`src/rtl/core/csvt_pkg.sv`:
```
// Shared types and constants of the CSV field tokenizer.
// Used by every module under rtl/core; depends on nothing else.
package csvt_pkg;

    localparam int MAX_COLUMNS_DEF = 255;

    localparam logic [7:0]  CH_QUOTE = 8'h22;
    localparam logic [7:0]  CH_COMMA = 8'h2C;
    localparam logic [7:0]  CH_LF    = 8'h0A;
    localparam logic [7:0]  CH_CR    = 8'h0D;
    localparam logic [23:0] ROWS_MAX = 24'hFFFFFF;

    localparam logic OP_DATA = 1'b0;
    localparam logic OP_EOI  = 1'b1;

    localparam logic [1:0] KIND_CONTENT  = 2'd0;
    localparam logic [1:0] KIND_CELL_END = 2'd1;
    localparam logic [1:0] KIND_ROW_END  = 2'd2;
    localparam logic [1:0] KIND_DISCARD  = 2'd3;

    localparam int         ADDR_W = 4;
    localparam logic [1:0] REG_ROW_LIMIT     = 2'd0;
    localparam logic [1:0] REG_HEADER_FIRST  = 2'd1;
    localparam logic [1:0] REG_ALLOW_PARTIAL = 2'd2;

    typedef struct packed {
        logic       operation;
        logic [7:0] input_byte;
    } in_item_t;

    typedef struct packed {
        logic [1:0] kind;
        logic [7:0] data_byte;
        logic [7:0] empty_cells_before;
        logic       is_header;
        logic       limit_reached;
    } out_item_t;

    typedef struct packed {
        logic [23:0] row_limit;
        logic        header_first_row;
        logic        keep_partial_row;
    } cfg_t;

    typedef struct packed {
        logic      valid;
        out_item_t item;
    } result_t;

endpackage

```
`src/rtl/core/csv_field_tokenizer_top.sv`:
```
// Throughput: 1 item per cycle while the output does not stall.
// The input register feeds the tokenizer logic, whose token lands in the result
// register; the input side stalls only while a token waits behind a stalled output.
// Reset (rst_n low, asynchronous) clears all parser state and the valid flags;
// configuration returns to row_limit 0, header_first_row 1, keep_partial_row 0.
module csv_field_tokenizer_top
    import csvt_pkg::*;
#(
    parameter int MAX_COLUMNS = MAX_COLUMNS_DEF
)
(
    input  logic              clk,
    input  logic              rst_n,
    input  logic              in_valid,
    output logic              in_stall,
    input  in_item_t          in_item,
    output logic              out_valid,
    input  logic              out_stall,
    output out_item_t         out_item,
    input  logic              psel,
    input  logic              penable,
    input  logic              pwrite,
    input  logic [ADDR_W-1:0] paddr,
    input  logic [31:0]       pwdata,
    output logic [31:0]       prdata,
    output logic              pready
);

    cfg_t     cfg;
    result_t  result;
    logic     s1_valid_reg;
    in_item_t s1_item_reg;
    logic     out_ready;
    logic     go;
    logic     s1_load;

    // Advance the held item unless its token cannot enter the result register
    assign go       = s1_valid_reg && (!result.valid || out_ready);
    assign s1_load  = !s1_valid_reg || go;
    assign in_stall = !s1_load;

    always_ff @(posedge clk or negedge rst_n)
    begin
        if (!rst_n)
            s1_valid_reg <= 1'b0;
        else if (s1_load)
            s1_valid_reg <= in_valid;
    end

    always_ff @(posedge clk)
    begin
        if (s1_load && in_valid)
            s1_item_reg <= in_item;
    end

    csvt_apb_regs u_regs (
        .clk     (clk),
        .rst_n   (rst_n),
        .psel    (psel),
        .penable (penable),
        .pwrite  (pwrite),
        .paddr   (paddr),
        .pwdata  (pwdata),
        .prdata  (prdata),
        .pready  (pready),
        .cfg     (cfg)
    );

    csvt_core #(
        .MAX_COLUMNS (MAX_COLUMNS)
    ) u_core (
        .clk    (clk),
        .rst_n  (rst_n),
        .cfg    (cfg),
        .go     (go),
        .item   (s1_item_reg),
        .result (result)
    );

    csvt_out_stage u_out (
        .clk       (clk),
        .rst_n     (rst_n),
        .load      (go && result.valid),
        .load_item (result.item),
        .ready     (out_ready),
        .out_valid (out_valid),
        .out_stall (out_stall),
        .out_item  (out_item)
    );

endmodule

```
`src/rtl/core/csvt_apb_regs.sv`:
```
// APB configuration registers of the CSV field tokenizer.
// Depends on csvt_pkg for the register map and cfg_t.
module csvt_apb_regs
    import csvt_pkg::*;
(
    input  logic              clk,
    input  logic              rst_n,
    input  logic              psel,
    input  logic              penable,
    input  logic              pwrite,
    input  logic [ADDR_W-1:0] paddr,
    input  logic [31:0]       pwdata,
    output logic [31:0]       prdata,
    output logic              pready,
    output cfg_t              cfg
);

    cfg_t       cfg_reg;
    logic       wr_en;
    logic [1:0] reg_idx;

    assign pready  = 1'b1;
    assign wr_en   = psel && penable && pwrite;
    assign reg_idx = paddr[3:2];
    assign cfg     = cfg_reg;

    always_ff @(posedge clk or negedge rst_n)
    begin
        if (!rst_n)
        begin
            cfg_reg.row_limit        <= '0;
            cfg_reg.header_first_row <= 1'b1;
            cfg_reg.keep_partial_row <= 1'b0;
        end
        else if (wr_en)
        begin
            case (reg_idx)
                REG_ROW_LIMIT:     cfg_reg.row_limit <= pwdata[23:0];
                REG_HEADER_FIRST:  cfg_reg.header_first_row <= pwdata[0];
                REG_ALLOW_PARTIAL: cfg_reg.keep_partial_row <= pwdata[0];
                default:           ;
            endcase
        end
    end

    always_comb
    begin
        case (reg_idx)
            REG_ROW_LIMIT:     prdata = {8'd0, cfg_reg.row_limit};
            REG_HEADER_FIRST:  prdata = {31'd0, cfg_reg.header_first_row};
            REG_ALLOW_PARTIAL: prdata = {31'd0, cfg_reg.keep_partial_row};
            default:           prdata = '0;
        endcase
    end

endmodule

```
`src/rtl/core/csvt_core.sv`:
```
// Tokenizer state and per-byte decision logic.
// Depends on csvt_pkg; state advances only when go is high.
module csvt_core
    import csvt_pkg::*;
#(
    parameter int MAX_COLUMNS = MAX_COLUMNS_DEF
)
(
    input  logic     clk,
    input  logic     rst_n,
    input  cfg_t     cfg,
    input  logic     go,
    input  in_item_t item,
    output result_t  result
);

    localparam logic [7:0] EMPTY_CAP = (MAX_COLUMNS > 255) ? 8'd255 : 8'(MAX_COLUMNS);

    logic        in_quotes_reg, in_quotes_next;
    logic        quote_pending_reg, quote_pending_next;
    logic        skip_lf_reg, skip_lf_next;
    logic        cell_has_reg, cell_has_next;
    logic        row_has_reg, row_has_next;
    logic        row_open_reg, row_open_next;
    logic [7:0]  empty_pend_reg, empty_pend_next;
    logic        header_seen_reg, header_seen_next;
    logic [23:0] rows_reg, rows_next;
    logic        stopped_reg, stopped_next;

    logic       hdr_row;
    logic       do_content;
    logic       do_row_end;
    logic       iq_eff;
    logic [7:0] b;

    assign hdr_row = cfg.header_first_row && !header_seen_reg;
    assign b       = item.input_byte;

    always_comb
    begin
        in_quotes_next     = in_quotes_reg;
        quote_pending_next = quote_pending_reg;
        skip_lf_next       = skip_lf_reg;
        cell_has_next      = cell_has_reg;
        row_has_next       = row_has_reg;
        row_open_next      = row_open_reg;
        empty_pend_next    = empty_pend_reg;
        header_seen_next   = header_seen_reg;
        rows_next          = rows_reg;
        stopped_next       = stopped_reg;
        result             = '0;
        do_content         = 1'b0;
        do_row_end         = 1'b0;
        iq_eff             = in_quotes_reg;

        if (stopped_reg)
        begin
            result.valid = 1'b0;
        end
        else if (item.operation == OP_EOI)
        begin
            skip_lf_next = 1'b0;
            if ((row_open_reg || cell_has_reg) && cfg.keep_partial_row && row_has_reg)
            begin
                do_row_end = 1'b1;
            end
            else
            begin
                // Drop the open row; flag its discard unless partial rows are kept
                in_quotes_next     = 1'b0;
                quote_pending_next = 1'b0;
                cell_has_next      = 1'b0;
                row_has_next       = 1'b0;
                row_open_next      = 1'b0;
                empty_pend_next    = '0;
                if ((row_open_reg || cell_has_reg) && !cfg.keep_partial_row)
                begin
                    result.valid          = 1'b1;
                    result.item.kind      = KIND_DISCARD;
                    result.item.is_header = hdr_row && row_has_reg;
                end
            end
        end
        else
        begin
            skip_lf_next = 1'b0;
            if (!(skip_lf_reg && b == CH_LF))
            begin
                if (quote_pending_reg)
                begin
                    quote_pending_next = 1'b0;
                    if (b != CH_QUOTE)
                    begin
                        iq_eff         = 1'b0;
                        in_quotes_next = 1'b0;
                    end
                end

                if (quote_pending_reg && b == CH_QUOTE)
                begin
                    do_content = 1'b1;
                end
                else if (b == CH_QUOTE)
                begin
                    if (iq_eff)
                        quote_pending_next = 1'b1;
                    else if (!cell_has_reg)
                        in_quotes_next = 1'b1;
                    else
                        do_content = 1'b1;
                end
                else if (iq_eff)
                begin
                    do_content = 1'b1;
                end
                else if (b == CH_COMMA)
                begin
                    row_open_next = 1'b1;
                    cell_has_next = 1'b0;
                    if (row_has_reg)
                    begin
                        result.valid          = 1'b1;
                        result.item.kind      = KIND_CELL_END;
                        result.item.is_header = hdr_row;
                    end
                    else if (empty_pend_reg < EMPTY_CAP)
                    begin
                        empty_pend_next = empty_pend_reg + 8'd1;
                    end
                end
                else if (b == CH_LF || b == CH_CR)
                begin
                    skip_lf_next = (b == CH_CR);
                    if (row_has_reg)
                    begin
                        do_row_end = 1'b1;
                    end
                    else
                    begin
                        // Row without content ends silently
                        in_quotes_next     = 1'b0;
                        quote_pending_next = 1'b0;
                        cell_has_next      = 1'b0;
                        row_open_next      = 1'b0;
                        empty_pend_next    = '0;
                    end
                end
                else
                begin
                    do_content = 1'b1;
                end
            end
        end

        if (do_content)
        begin
            result.valid          = 1'b1;
            result.item.kind      = KIND_CONTENT;
            result.item.data_byte = b;
            result.item.is_header = hdr_row;
            if (!row_has_reg)
                result.item.empty_cells_before = empty_pend_reg;
            row_has_next  = 1'b1;
            cell_has_next = 1'b1;
        end

        if (do_row_end)
        begin
            result.valid          = 1'b1;
            result.item.kind      = KIND_ROW_END;
            result.item.is_header = hdr_row;
            if (hdr_row)
            begin
                header_seen_next = 1'b1;
            end
            else
            begin
                rows_next = (rows_reg == ROWS_MAX) ? rows_reg : rows_reg + 24'd1;
                if (cfg.row_limit != '0 && rows_next >= cfg.row_limit)
                begin
                    result.item.limit_reached = 1'b1;
                    stopped_next              = 1'b1;
                end
            end
            in_quotes_next     = 1'b0;
            quote_pending_next = 1'b0;
            cell_has_next      = 1'b0;
            row_has_next       = 1'b0;
            row_open_next      = 1'b0;
            empty_pend_next    = '0;
        end
    end

    always_ff @(posedge clk or negedge rst_n)
    begin
        if (!rst_n)
        begin
            in_quotes_reg     <= 1'b0;
            quote_pending_reg <= 1'b0;
            skip_lf_reg       <= 1'b0;
            cell_has_reg      <= 1'b0;
            row_has_reg       <= 1'b0;
            row_open_reg      <= 1'b0;
            empty_pend_reg    <= '0;
            header_seen_reg   <= 1'b0;
            rows_reg          <= '0;
            stopped_reg       <= 1'b0;
        end
        else if (go)
        begin
            in_quotes_reg     <= in_quotes_next;
            quote_pending_reg <= quote_pending_next;
            skip_lf_reg       <= skip_lf_next;
            cell_has_reg      <= cell_has_next;
            row_has_reg       <= row_has_next;
            row_open_reg      <= row_open_next;
            empty_pend_reg    <= empty_pend_next;
            header_seen_reg   <= header_seen_next;
            rows_reg          <= rows_next;
            stopped_reg       <= stopped_next;
        end
    end

endmodule

```
`src/rtl/core/csvt_out_stage.sv`:
```
// Result register of the CSV field tokenizer, driving the output channel.
// Depends on csvt_pkg for out_item_t.
module csvt_out_stage
    import csvt_pkg::*;
(
    input  logic      clk,
    input  logic      rst_n,
    input  logic      load,
    input  out_item_t load_item,
    output logic      ready,
    output logic      out_valid,
    input  logic      out_stall,
    output out_item_t out_item
);

    logic      valid_reg;
    out_item_t item_reg;

    // Free when empty or when the held item leaves at this edge
    assign ready     = !valid_reg || !out_stall;
    assign out_valid = valid_reg;
    assign out_item  = item_reg;

    always_ff @(posedge clk or negedge rst_n)
    begin
        if (!rst_n)
            valid_reg <= 1'b0;
        else if (ready)
            valid_reg <= load;
    end

    always_ff @(posedge clk)
    begin
        if (load && ready)
            item_reg <= load_item;
    end

endmodule
```
`config.mk`:
```
export PLATFORM = sky130hd
export DESIGN_NAME = csv_field_tokenizer_top
export DESIGN_NICKNAME = d
export VERILOG_FILES = /design/src/rtl/core/csvt_pkg.sv /design/src/rtl/core/csv_field_tokenizer_top.sv /design/src/rtl/core/csvt_apb_regs.sv /design/src/rtl/core/csvt_core.sv /design/src/rtl/core/csvt_out_stage.sv
export SDC_FILE = /design/constraint.sdc
export NUM_CORES = 1
export LEC_CHECK = 0
export BUFFER_PORTS_ARGS = -buffer_cell sky130_fd_sc_hd__buf_2
export CORE_AREA = 3 3 106 108
export CTS_CLUSTER_SIZE = 40
export DETAILED_ROUTE_END_ITERATION = 8
export DIE_AREA = 0 0 109 111
export PLACE_DENSITY = 0.87
export SETUP_SLACK_MARGIN = 0.3
export SYNTH_ARGS = -nofsm -noshare
export SYNTH_HDL_FRONTEND = slang
export SYNTH_HIERARCHICAL = 1
export SYNTH_SLANG_ARGS = --single-unit
```
`constraint.sdc`:
```
create_clock -name clk -period 4.29 [get_ports clk]
set_input_delay 0.429 -clock clk [delete_from_list [all_inputs] [get_ports clk]]
set_output_delay 0.429 -clock clk [all_outputs]
set_load 0.05 [all_outputs]
```
## Word level (Yosys, flattened, before mapping)

Index checks and enable logic that the tools add are counted.

| storage, ports and cells | value |
|---|---|
| register bits after elaboration | 97 |
| input port bits | 52 |

| cells by class | value |
|---|---|
| equal/unequal tests | 25 |
| $lt $le $gt $ge | 2 |
| reductions and logical operators | 46 |
| bitwise gates (word level) | 4 |
| add/sub/neg operators | 2 |
| mux-type cells | 117 |

Operator list:

| cell | number |
|---|---|
| 8-bit 2-to-1 mux | 14 |
| 1-bit 2-to-1 mux | 88 |
| 24-bit one-hot mux with 3 select lines | 1 |
| 3-bit 2-to-1 mux | 10 |
| 24-bit by 1-bit adder with 24-bit output (second input constant) | 1 |
| 24-bit equality test (second input constant) | 1 |
| 24-bit greater-or-equal comparator | 1 |
| 24-bit 2-to-1 mux | 1 |
| 24-bit nonzero test | 1 |
| 20-bit 2-to-1 mux | 1 |
| 4-bit by 2-bit != test with 1-bit output (second input constant) | 5 |
| 9-bit AND reduction | 2 |
| 8-bit by 4-bit equality test with 1-bit output (second input constant) | 2 |
| 8-bit by 6-bit equality test with 1-bit output (second input constant) | 2 |
| 3-bit by 2-bit != test with 1-bit output (second input constant) | 5 |
| 1-bit logical AND | 14 |
| 4-bit AND reduction | 3 |
| 10-bit AND reduction | 1 |
| 8-bit by 1-bit adder with 8-bit output (second input constant) | 1 |
| 8-bit < comparator (second input constant) | 1 |
| 8-bit by 6-bit != test with 1-bit output (second input constant) | 1 |
| 2-bit AND reduction | 4 |
| 1-bit zero test | 7 |
| 3-bit != test (second input constant) | 2 |
| other kinds (17) | 27 |

## Logic depth before layout (Yosys ltp)

| logic depth | value |
|---|---|
| depth in word-level cells | 19 |
| gate-level depth with buffers | 15 |
| mapped depth without buffers | 13 |

## By module

Netlist, hierarchy kept.

Modules (own cells, without submodules):

| module | times used | area an instance (sq um) | sequential area each (sq um) | cells an instance |
|---|---|---|---|---|
| csvt_core | 1 | 3427.0 | 1001.0 | 403 |
| csvt_apb_regs | 1 | 1256.2 | 651.9 | 98 |
| csvt_out_stage | 1 | 648.1 | 625.6 | 24 |
| csv_field_tokenizer_top | 1 | 350.3 | 295.3 | 18 |

## Worst setup path after synthesis

Ideal clock, no wire load.

| timing path | value |
|---|---|
| path kind | register to register |
| start | register s1_item_reg[0] in the netlist's numbering |
| end | register u_core.rows_reg[1] |
| data arrival time | 3.215 ns |
| slack | 0.950 ns |
| cell stages (with the launch flop) | 14 |
| path through | edfxtp_1 > or3b_1 > nor4_1 > a211oi_2 > clkbuf_1 > nor2_1 > nand2_1 > a21boi_0 > nor2b_1 > clkbuf_1 > and3_4 > buf_6 > nand2_4 > mux2_4 |

RTL lines:

| what | line | source |
|---|---|---|
| start: declaration | csv_field_tokenizer_top.sv:32 | `in_item_t s1_item_reg;` |
| start signal: assignment | csv_field_tokenizer_top.sv:53 | `s1_item_reg <= in_item;` |
| end signal: assignment | csvt_core.sv:219 | `rows_reg <= rows_next;` |
| end: declaration | csvt_core.sv:27 | `logic [23:0] rows_reg, rows_next;` |

## Worst setup path in the final report

| timing path | value |
|---|---|
| start | register u_core.rows_reg[0] |
| end | register u_out.item_reg (netlist bit u_out/out_item[0]) (data pin) |

| on the way | value |
|---|---|
| longest elaborated chain between the ends | 5 |

Ends and longest elaborated chain:

| what | line | source |
|---|---|---|
| 24-bit by 1-bit adder with 24-bit output or 24-bit equality test (tied branches) | csvt_core.sv:178 | `rows_next = (rows_reg == ROWS_MAX) ? rows_reg : rows_reg + 24'd1;` |
| 24-bit 2-to-1 mux * | csvt_core.sv:178 |  |
| 24-bit greater-or-equal comparator * | csvt_core.sv:179 | `if (cfg.row_limit != '0 && rows_next >= cfg.row_limit)` |
| 1-bit logical AND * | csvt_core.sv:179 |  |
| 1-bit 2-to-1 mux * | csvt_core.sv:179 |  |
| end signal: assignment | csvt_out_stage.sv:35 | `item_reg <= load_item;` |
| end: declaration | csvt_out_stage.sv:17 | `out_item_t item_reg;` |

Mark *: on every way between the ends. The rest lies on a longest branch, timed or not.
A chain may end at the register's enable or synchronous reset.

==> results.json <==
{
  "synth_seq_area_share": 0.453,
  "drv_cap": 0,
  "core_um2": 10300,
  "reg2reg_from": "u_core/rows_reg[0]",
  "ys_types": 77,
  "tns_ns": 0,
  "yosysMostFrequentCell": "dfrtp_1",
  "ys_ff_latch": 97,
  "clkSinkCount": 97,
  "skew_ns": 0.0118,
  "rows": 37,
  "cts.clk_slew.worst_paths_ns": 0.10,
  "portBuffers": 87,
  "cp.arrival_ns": 3.76,
  "rr_worst_depth": 14,
  "largest_reg_flops": 26,
  "grt_max_degree": 38,
  "peakVddDrop_mv": 0.274,
  "cp_max_fo": 10,
  "drt-pass1-iter-count": 5,
  "die_w_um": 109,
  "fillCellCount": 829,
  "hpwl_um": 9740,
  "grt_first_pass_wirelength_um": 21300,
  "slew_headroom": 0.283,
  "clk_latency_ns": 0.39,
  "wl_um": 12700,
  "powerDensity_nw_per_um2": 378,
  "worst_ep_required_time_ns": 4.44,
  "die_h_um": 111,
  "r2r-end": "u_out/out_item[0]",
  "worstSetupPathType": "reg -> reg",
  "die_area_um2": 12100,
  "yosys_warnings": 6,
  "antenna_cells": 0,
  "htree_levels": 3,
  "via_count": 4359,
  "fmax_mhz": 277,
  "yosysTopAreaCellShare": 0.295,
  "synthTopCellsByArea": "dfrtp_1 (30%), edfxtp_1 (15%), xnor2_1 (6.0%)",
  "status": "finished, final reports clean",
  "cts_root_buf": "clkbuf_8",
  "nNetsFinal": 707,
  "synth_flop_cell": "dfrtp_1",
  "avgSynthCellArea_um2": 10.5,
  "drt_drc_violations_left": 0,
  "grt_usage": 0.221,
  "hp-class": "in -> async",
  "period_share": 0.843,
  "io_pins": 107,
  "r2r_slack_ns": 0.67,
  "rsz0062_at_grt": "false",
  "synth_commonest_cells": "dfrtp_1 (67), and2_1 (45), nand2_1 (45)",
  "final-hold-violation-count": 0,
  "placed_area_um2": 6200,
  "worst_slew_pin_slew_ns": 1.07,
  "drt-initial-drc-count": 350,
  "cts_setup_buffers": 0,
  "cts.hold.buffers_added": 0,
  "startpoint_type": "flop",
  "area_growth_pct": 12.2,
  "wire_per_inst_um": 16.5,
  "slew_viol_final": 0,
  "antenna_found_initial": 0,
  "synth-edff-count": 29,
  "period_needed_ns": 3.62,
  "cts_buffers": 9,
  "cts_tree": "built",
  "start_util": 0.550,
  "cts.repair.resized": 0,
  "grt_overflow_total": 0,
  "ys_async_sr_fraction": 0.701,
  "grt_pass1_vias": 4520,
  "yosys.area.top_type": "dfrtp_1",
  "drive_gt1_frac": 0.238,
  "leakage_nw": 2.84,
  "vias_per_cell": 5.66,
  "critPathCaptureType": "flop",
  "syn_area_um2": 5680,
  "final_antenna_net_count": 0,
  "finalSetupViolations": 0,
  "cts_buffer_depth": 2,
  "syn_inst": 543,
  "fin_area_um2": 6380,
  "gp_congestion": 0.912
}
worst max path at each step:
stage / startpoint / endpoint / slack (ns) / cells after the start
6_report: u_core/rows_reg[0] / u_out/out_item[0] / 0.67 / 14
5_1_grt: u_core/rows_reg[0] / u_out/out_item[0] / 0.34 / 14
4_1_cts: u_core/rows_reg[0] / u_out/out_item[0] / 0.72 / 14
3_5_place_dp: u_core/rows_reg[0] / u_out/out_item[0] / 0.74 / 14
3_3_place_gp: u_core/rows_reg[0] / u_out/out_item[0] / 0.90 / 14
2_1_floorplan: s1_item_reg[0] / u_core/rows_reg[1] / 0.95 / 13
worst max-delay path: stages (launching register included):
cell and delay (ns):
dfrtp_1 0.43, ha_1 0.23, nand2_1 0.14, nor4_1 0.42, nand3_1 0.13, buf_4 0.20
and2_1 0.28, nand3_1 0.16, xnor2_1 0.16, ha_1 0.29, nand4_1 0.10, nor2_1 0.06
a2111oi_0 0.38, a41o_1 0.32, nor3b_1 0.08
cell type report:
type                       instances  area, um^2  share of cell area
multi-input combinational        399        2870               0.450
sequential                        97        2570               0.404
timing repair buffer              92         473              0.0742
tap                              136         170              0.0267
clock buffer                      10         128              0.0200
inverter                          30         113              0.0177
clock inverter                     6        51.3             0.00805
where the power goes:
group | internal, mW | leakage, nW | switching [mW] | total, mW
clock | 0.220 | 0.0946 | 0.340 | 0.560
sequential | 1.08 | 1.17 | 0.121 | 1.20
combinational | 0.236 | 1.58 | 0.416 | 0.652
through the flow:
step                      total power [mW]  setup WS, ns  instances  hold slack [ns]  utilization
after floorplan                       1.67         0.950        550            0.133            -
after global placement                1.83         0.896        754            0.450        0.600
after detailed placement              1.87         0.738        754            0.457        0.600
after CTS                             2.43         0.717        770           0.0897        0.618
after global routing                  2.54         0.339        770            0.135        0.618
final                                 2.41         0.673        770           0.0822        0.618
cell usage in the layout (no fill, tap or decap), types with 26 or more instances in the layout:
cell,n
dfrtp_1,67
buf_2,87
and2_1,45
ha_1,26
nand2_1,45
xnor2_1,39
inv_1,29
edfxtp_1,29
nand3_1,28
mux2_2,26
logic make-up (layout without fill, tap and decap cells):
group,count (synthesis),in the layout,synth area share
XOR/XNOR,44,44,0.0678
buffers and inverters,54,138,0.0469
AND/OR/NAND/NOR,217,217,0.223
adder cells (fa/ha/maj),26,26,0.0573
AO/OA/AOI/OAI,73,73,0.0905
flip-flops,97,97,0.453
other,2,9,0.00132
multiplexers,30,30,0.0599
metal layers:
metal | share of wire | vias up | global-route usage
met1 | 0.41 | 2125 | 0.267
met2 | 0.52 | 123 | 0.371
met4 | 0.026 | 0 | 0.0968
li1 | - | 2087 | -
met3 | 0.046 | 24 | 0.0536
met5 | 0 | - | 0
(Power assumes the default switching activity.)
